==> src/sv/lbu_pkg.sv <==
// ----------------------------------------------------------------------------
// lbu_pkg
// shared types, constants and helpers of the bind/unbind unit
// ----------------------------------------------------------------------------
package lbu_pkg;

    localparam int STACK_DEPTH = 1024;
    localparam int SLOT_COUNT  = 256;
    localparam int STACK_AW    = $clog2(STACK_DEPTH);
    localparam int SLOT_AW     = $clog2(SLOT_COUNT);
    localparam int IDX_W       = $clog2(STACK_DEPTH + 1);
    localparam int QUEUE_DEPTH = 2;

    localparam logic [31:0] TOP_BIT  = 32'h8000_0000;
    localparam logic [31:0] ALL_ONES = 32'hffff_ffff;
    localparam logic [3:0]  NIBBLE   = 4'hf;

    localparam logic [2:0] OP_PUSH       = 3'd0;
    localparam logic [2:0] OP_BIND       = 3'd1;
    localparam logic [2:0] OP_UNBIND     = 3'd2;
    localparam logic [2:0] OP_DUNBIND    = 3'd3;
    localparam logic [2:0] OP_READ_SLOT  = 3'd4;
    localparam logic [2:0] OP_READ_STACK = 3'd5;

    localparam logic [1:0] FAULT_OK        = 2'd0;
    localparam logic [1:0] FAULT_UNDERFLOW = 2'd1;
    localparam logic [1:0] FAULT_RANGE     = 2'd2;
    localparam logic [1:0] FAULT_OVERFLOW  = 2'd3;

    typedef struct packed {
        logic [2:0]  operation;
        logic [31:0] tos;
        logic [7:0]  count_byte;
        logic [7:0]  slot_offset;
        logic [9:0]  read_address;
    } in_t;

    typedef struct packed {
        logic [10:0] stack_top;
        logic [31:0] read_value;
        logic [1:0]  fault;
    } out_t;

    typedef enum logic [3:0] {
        ST_IDLE,
        ST_NIL,
        ST_TOS,
        ST_POP_RD,
        ST_POP_WR,
        ST_MARK,
        ST_SCAN_RD,
        ST_SCAN_CHK,
        ST_FILL,
        ST_READ_WAIT,
        ST_DONE
    } state_t;

    // slots base-1 down to base-count must lie in the store
    function automatic logic slots_fit(input logic [16:0] base, input logic [15:0] count);
        logic [16:0] top;
        top = base - 17'd1;
        return (count == 16'd0) ||
               ((17'(count) <= base) && (32'(top) < 32'(SLOT_COUNT)));
    endfunction

endpackage

==> src/sv/lbu_front.sv <==
// ----------------------------------------------------------------------------
// lbu_front
// input side: accepts transactions and holds them in a short queue
// ----------------------------------------------------------------------------
module lbu_front
    import lbu_pkg::*;
(
    input  logic aclk,
    input  logic aresetn,
    input  logic s_valid,
    output logic s_ready,
    input  in_t  s_data,
    output logic q_valid,
    input  logic q_pop,
    output in_t  q_data
);

    localparam int QP_W = $clog2(QUEUE_DEPTH);

    in_t               entry_reg [QUEUE_DEPTH];
    logic [QP_W-1:0]   wr_ptr_reg, wr_ptr_next;
    logic [QP_W-1:0]   rd_ptr_reg, rd_ptr_next;
    logic [QP_W:0]     fill_reg, fill_next;
    logic              push, pop;

    assign s_ready = (fill_reg < (QP_W+1)'(QUEUE_DEPTH));
    assign q_valid = (fill_reg != '0);
    assign q_data  = entry_reg[rd_ptr_reg];
    assign push    = s_valid && s_ready;
    assign pop     = q_pop && q_valid;

    always_comb begin
        wr_ptr_next = wr_ptr_reg;
        rd_ptr_next = rd_ptr_reg;
        fill_next   = fill_reg;
        if (push) begin
            wr_ptr_next = (32'(wr_ptr_reg) == QUEUE_DEPTH - 1) ? '0 : wr_ptr_reg + 1'b1;
        end
        if (pop) begin
            rd_ptr_next = (32'(rd_ptr_reg) == QUEUE_DEPTH - 1) ? '0 : rd_ptr_reg + 1'b1;
        end
        if (push && !pop) begin
            fill_next = fill_reg + 1'b1;
        end else if (pop && !push) begin
            fill_next = fill_reg - 1'b1;
        end
    end

    always_ff @(posedge aclk) begin
        if (!aresetn) begin
            wr_ptr_reg <= '0;
            rd_ptr_reg <= '0;
            fill_reg   <= '0;
        end else begin
            wr_ptr_reg <= wr_ptr_next;
            rd_ptr_reg <= rd_ptr_next;
            fill_reg   <= fill_next;
        end
    end

    always_ff @(posedge aclk) begin
        if (push) begin
            entry_reg[wr_ptr_reg] <= s_data;
        end
    end

endmodule

==> config.mk <==
export PLATFORM = sky130hd
export DESIGN_NAME = lbu_front
export DESIGN_NICKNAME = d
export VERILOG_FILES = /design/src/sv/lbu_pkg.sv /design/src/sv/lbu_front.sv
export SDC_FILE = /design/constraint.sdc
export NUM_CORES = 1
export LEC_CHECK = 0
export ABC_CLOCK_PERIOD_IN_PS = 3940
export BUFFER_PORTS_ARGS = -buffer_cell sky130_fd_sc_hd__buf_2
export CORE_ASPECT_RATIO = 0.8
export CORE_MARGIN = 2
export CORE_UTILIZATION = 40
export DETAILED_ROUTE_END_ITERATION = 10
export PLACE_DENSITY = 0.74
export SYNTH_ARGS = -nofsm -noshare
export SYNTH_HDL_FRONTEND = slang
export SYNTH_SLANG_ARGS = --single-unit
==> constraint.sdc <==
create_clock -name aclk -period 3.94 [get_ports aclk]
set_input_delay 1.182 -clock aclk [delete_from_list [all_inputs] [get_ports aclk]]
set_output_delay 1.182 -clock aclk [all_outputs]
set_load 0.01 [all_outputs]
-- Word level (Yosys, flattened, before mapping)
Memories as Yosys holds them, arrays and structs flattened. A register that Yosys moved wholly into a read port is not among the register bits.
Index checks and enable logic that the tools add are counted.
- bits in writable memories: 122
- memories: 1
- logic and storage cells: 25
- bits in registers: 4
- input bits: 65
- order comparisons: 1
- muxes and demuxes: 8
- add/sub/neg operators: 4
- reduce and logical (&&, ||, !) cells: 8
- memory list (memory ; depth ; width ; rd ports ; clocked after memory_dff ; wr ports ; RTL line ; text):
    entry_reg ; 2 ; 61 ; 1 ; 1 ; 1 ; lbu_front.sv:20 ; in_t entry_reg [QUEUE_DEPTH];
- operators with widths (operator ; count):
    1-bit two-way mux ; 6
    1-bit logical AND ; 4
    2-bit two-way mux ; 2
    2-bit nonzero test ; 2
    1-bit adder, second input constant ; 2
    2-bit by 1-bit adder with 2-bit output, second input constant ; 1
    1-bit zero test ; 2
    2-bit less-than comparator, second input constant ; 1
    2-bit by 1-bit subtractor with 2-bit output, second input constant ; 1

-- Logic depth before layout (Yosys ltp)
- depth in word-level cells: 6
- depth in mapped cells: 5
- depth with buffers taken out: 5

-- Worst setup path after synthesis
No wires, ideal clock.
- path type: input-to-reg
- start point: input s_valid
- end point: memory entry_reg[1][0] (netlist bit), enable pin
- setup time: 0.425 ns
- data arrival time: 2.869 ns
- setup slack: 0.646 ns
- stages: 2
- cells stage by stage: nor2b_1 and2_1
- word-level cells in the longest chain between the ends: 3
- RTL lines (element ; RTL line ; text):
    start: declaration ; lbu_front.sv:10 ; input logic s_valid,
    1-bit logical AND ; lbu_front.sv:29 ; assign push = s_valid && s_ready;
    1-bit two-way mux ; lbu_front.sv:62 ; if (push) begin
    1-bit two-way mux (not written as such) ; lbu_front.sv:63 ; entry_reg[wr_ptr_reg] <= s_data;
    end: declaration ; lbu_front.sv:20 ;
No other way between the ends.

==> results.py <==
metrics = {
    "global_routing": {
        "grt_overflow_total": 0,
        "grt_max_degree": 53,
        "grt_pass1_vias": 2437,
        "track_usage": 0.1322,
        "grt_first_pass_wirelength_um": 11960,
        "antenna_found_initial": 1,
    },
    "critical_path": {
        "cp_max_fo": 52,
        "arrival_ns": 1.77,
        "critPathRequiredTime_ns": 2.76,
        "r2r_slack_ns": 2.10,
        "reg2reg_depth": 3,
        "crit_path_end_kind": "primary output",
        "crit_type": "reg2out",
        "crit_path_start_kind": "flip-flop",
    },
    "clock_tree": {
        "clk_path_buf_depth": 2,
        "numCtsBuffers": 17,
        "cts_tree": "done",
        "postCtsSetupRepairBufs": 0,
        "root_buffer": "clkbuf_16",
        "htree_levels": 4,
        "postCtsHoldBufs": 0,
        "clk_pin_slew_ns": 0.05,
        "clk_latency_ns": 0.39,
        "clkSinkCount": 127,
        "cts.repair.resized": 0,
    },
    "logic_synthesis": {
        "yosysWarnings": 0,
        "synth_cell_type_count": 18,
        "syn-num-nets": 279,
        "synth.largest_area_cell": "edfxtp_1",
        "yosysSeqAreaShare": 0.8141,
        "syn_avg_cell_area_um2": 21.71,
        "synth_top_area_frac": 0.7924,
        "syn_area_um2": 4623,
        "synth_cells": 213,
        "ys_ff_latch": 127,
        "yosys-top-cells-area": "edfxtp_1, mux2_2, dfxtp_1, buf_4, and2_1",
    },
    "power_and_ir_drop": {
        "irDropWorstVdd_mv": 0.3693,
        "p_per_area_nw_per_um2": 696.5,
        "p_leak_nw": 2.269,
    },
    "finish": {
        "antenna_cells": 0,
        "nNetsFinal": 423,
        "syn2layout_area_growth_pct": 30.45,
        "drive_gt1_frac": 0.6049,
        "final_common_cell": "buf_2",
        "fin_cells": 515,
        "layout_common_cells": "buf_2, edfxtp_1, mux2_2",
        "largest_register_ffs": 122,
    },
    "run_status": {
        "status": "finished, final reports clean",
    },
    "detailed_routing": {
        "drt_iter0_markers": 129,
        "drt.antenna.violating_nets": 0,
        "routed_wl_um": 7884,
        "drt-met1-wl_um": 3276,
        "viasPerCell": 4.606,
        "highest-signal-layer": "met5",
        "vias": 2372,
        "dr.pass1.iters": 4,
        "wl_met2_um": 3968,
        "wire_per_inst_um": 15.31,
        "wl_met3_um": 513,
        "drc": 0,
    },
    "die": {
        "die_y_um": 100.2,
        "initial_utilization": 0.4060,
        "die_area_um2": 12440,
        "rows": 35,
        "boundaryPins": 128,
        "die_w_um": 124.2,
        "coreArea_um2": 11390,
    },
    "sta": {
        "tightest_slew_ns": 0.4854,
        "drv_slew": 0,
        "rsz0062_at_grt": "false",
        "slew_headroom": 0.6764,
        "tns_ns": 0,
        "skew_ns": 0.005452,
        "layout_min_cycle_time_ns": 2.955,
        "final_hold_viol_count": 0,
        "max_freq_mhz": 338.4,
        "finalSetupViolCount": 0,
        "post-route-period-util": 0.7500,
    },
    "place": {
        "port_buffers": 127,
        "dp.cells": 486,
        "place.gp.congestion": 0.6716,
        "dp_hpwl_um": 5011,
    },
    "hold_path": {
        "hold_path_class": "reg2reg",
        "hold_path_depth": 2,
    },
    "run": {
        "cap_violations": 0,
    },
}
[cell type report]
type	instances	area, µm²
Clock inverter	9	143.9
Fill cell	931	5355
Inverter	1	3.754
Sequential cell	127	3765
Multi-Input combinational cell	78	810.8
Timing Repair Buffer	132	685.7
Clock buffer	20	436.7
Tap cell	148	185.2
[Yosys cell counts, drive strengths merged]
| library cell | count |
|---|---|
| edfxtp | 122 |
| xnor2 | 2 |
| and2b | 1 |
| and2 | 4 |
| or3 | 1 |
| buf | 7 |
| xor2 | 1 |
| or2 | 1 |
| nor2b | 2 |
| a21boi | 1 |
| dfxtp | 5 |
| o21ai | 2 |
| ha | 1 |
| inv | 1 |
| o21a | 1 |
| mux2 | 61 |
[worst paths after layout]
kind | start | endpoint
setup / recovery | flip-flop | q_data[30]
hold / removal | fill_reg[1] | fill_reg[1]
setup reg to reg | fill_reg[1] | entry_reg[1][9]
hold reg to reg | fill_reg[1] | fill_reg[1]
[cell families after synthesis]
| group | Yosys count | share of synthesized area |
|---|---|---|
| simple gates | 9 | 0.01245 |
| compound gates | 4 | 0.005412 |
| flops | 127 | 0.8141 |
| xor+xnor | 3 | 0.005684 |
| mux | 61 | 0.1486 |
| buf+inv | 8 | 0.01110 |
| fa+ha+maj | 1 | 0.002706 |
[power breakdown]
part / internal [W] / switching [W]
registers: 0.00170 / 0.0000596
logic: 0.000432 / 0.000466
clock network: 0.00104 / 0.000500
total: 0.00318 / 0.00103
[stage by stage]
step                total power [W]  instance area, µm²  hold WS, ns    util  worst slack, ns
floorplan                  0.002367                4623       0.4907       -           0.6459
global route               0.004399                6031       0.5785  0.5297           0.8883
detailed placement         0.002708                5450       0.5360  0.4787            1.162
CTS                        0.004269                6031       0.5465  0.5297           0.9340
finish                     0.004201                6031       0.5417  0.5297           0.9850
global placement           0.002689                5450       0.5142  0.4787            1.197
[routing by layer]
layer,global-route usage,vias up
li1,-,1124
met1,0.1552,1152
met2,0.2140,82
met3,0.05000,12
met4,0.06482,2
met5,0,-
[critical path: stages, from the launching register on]
cell     delay (ns)
dfxtp_2        0.49
buf_12         0.32
mux2_2         0.40
buf_2          0.14
Power figures use the tool's default switching activity.
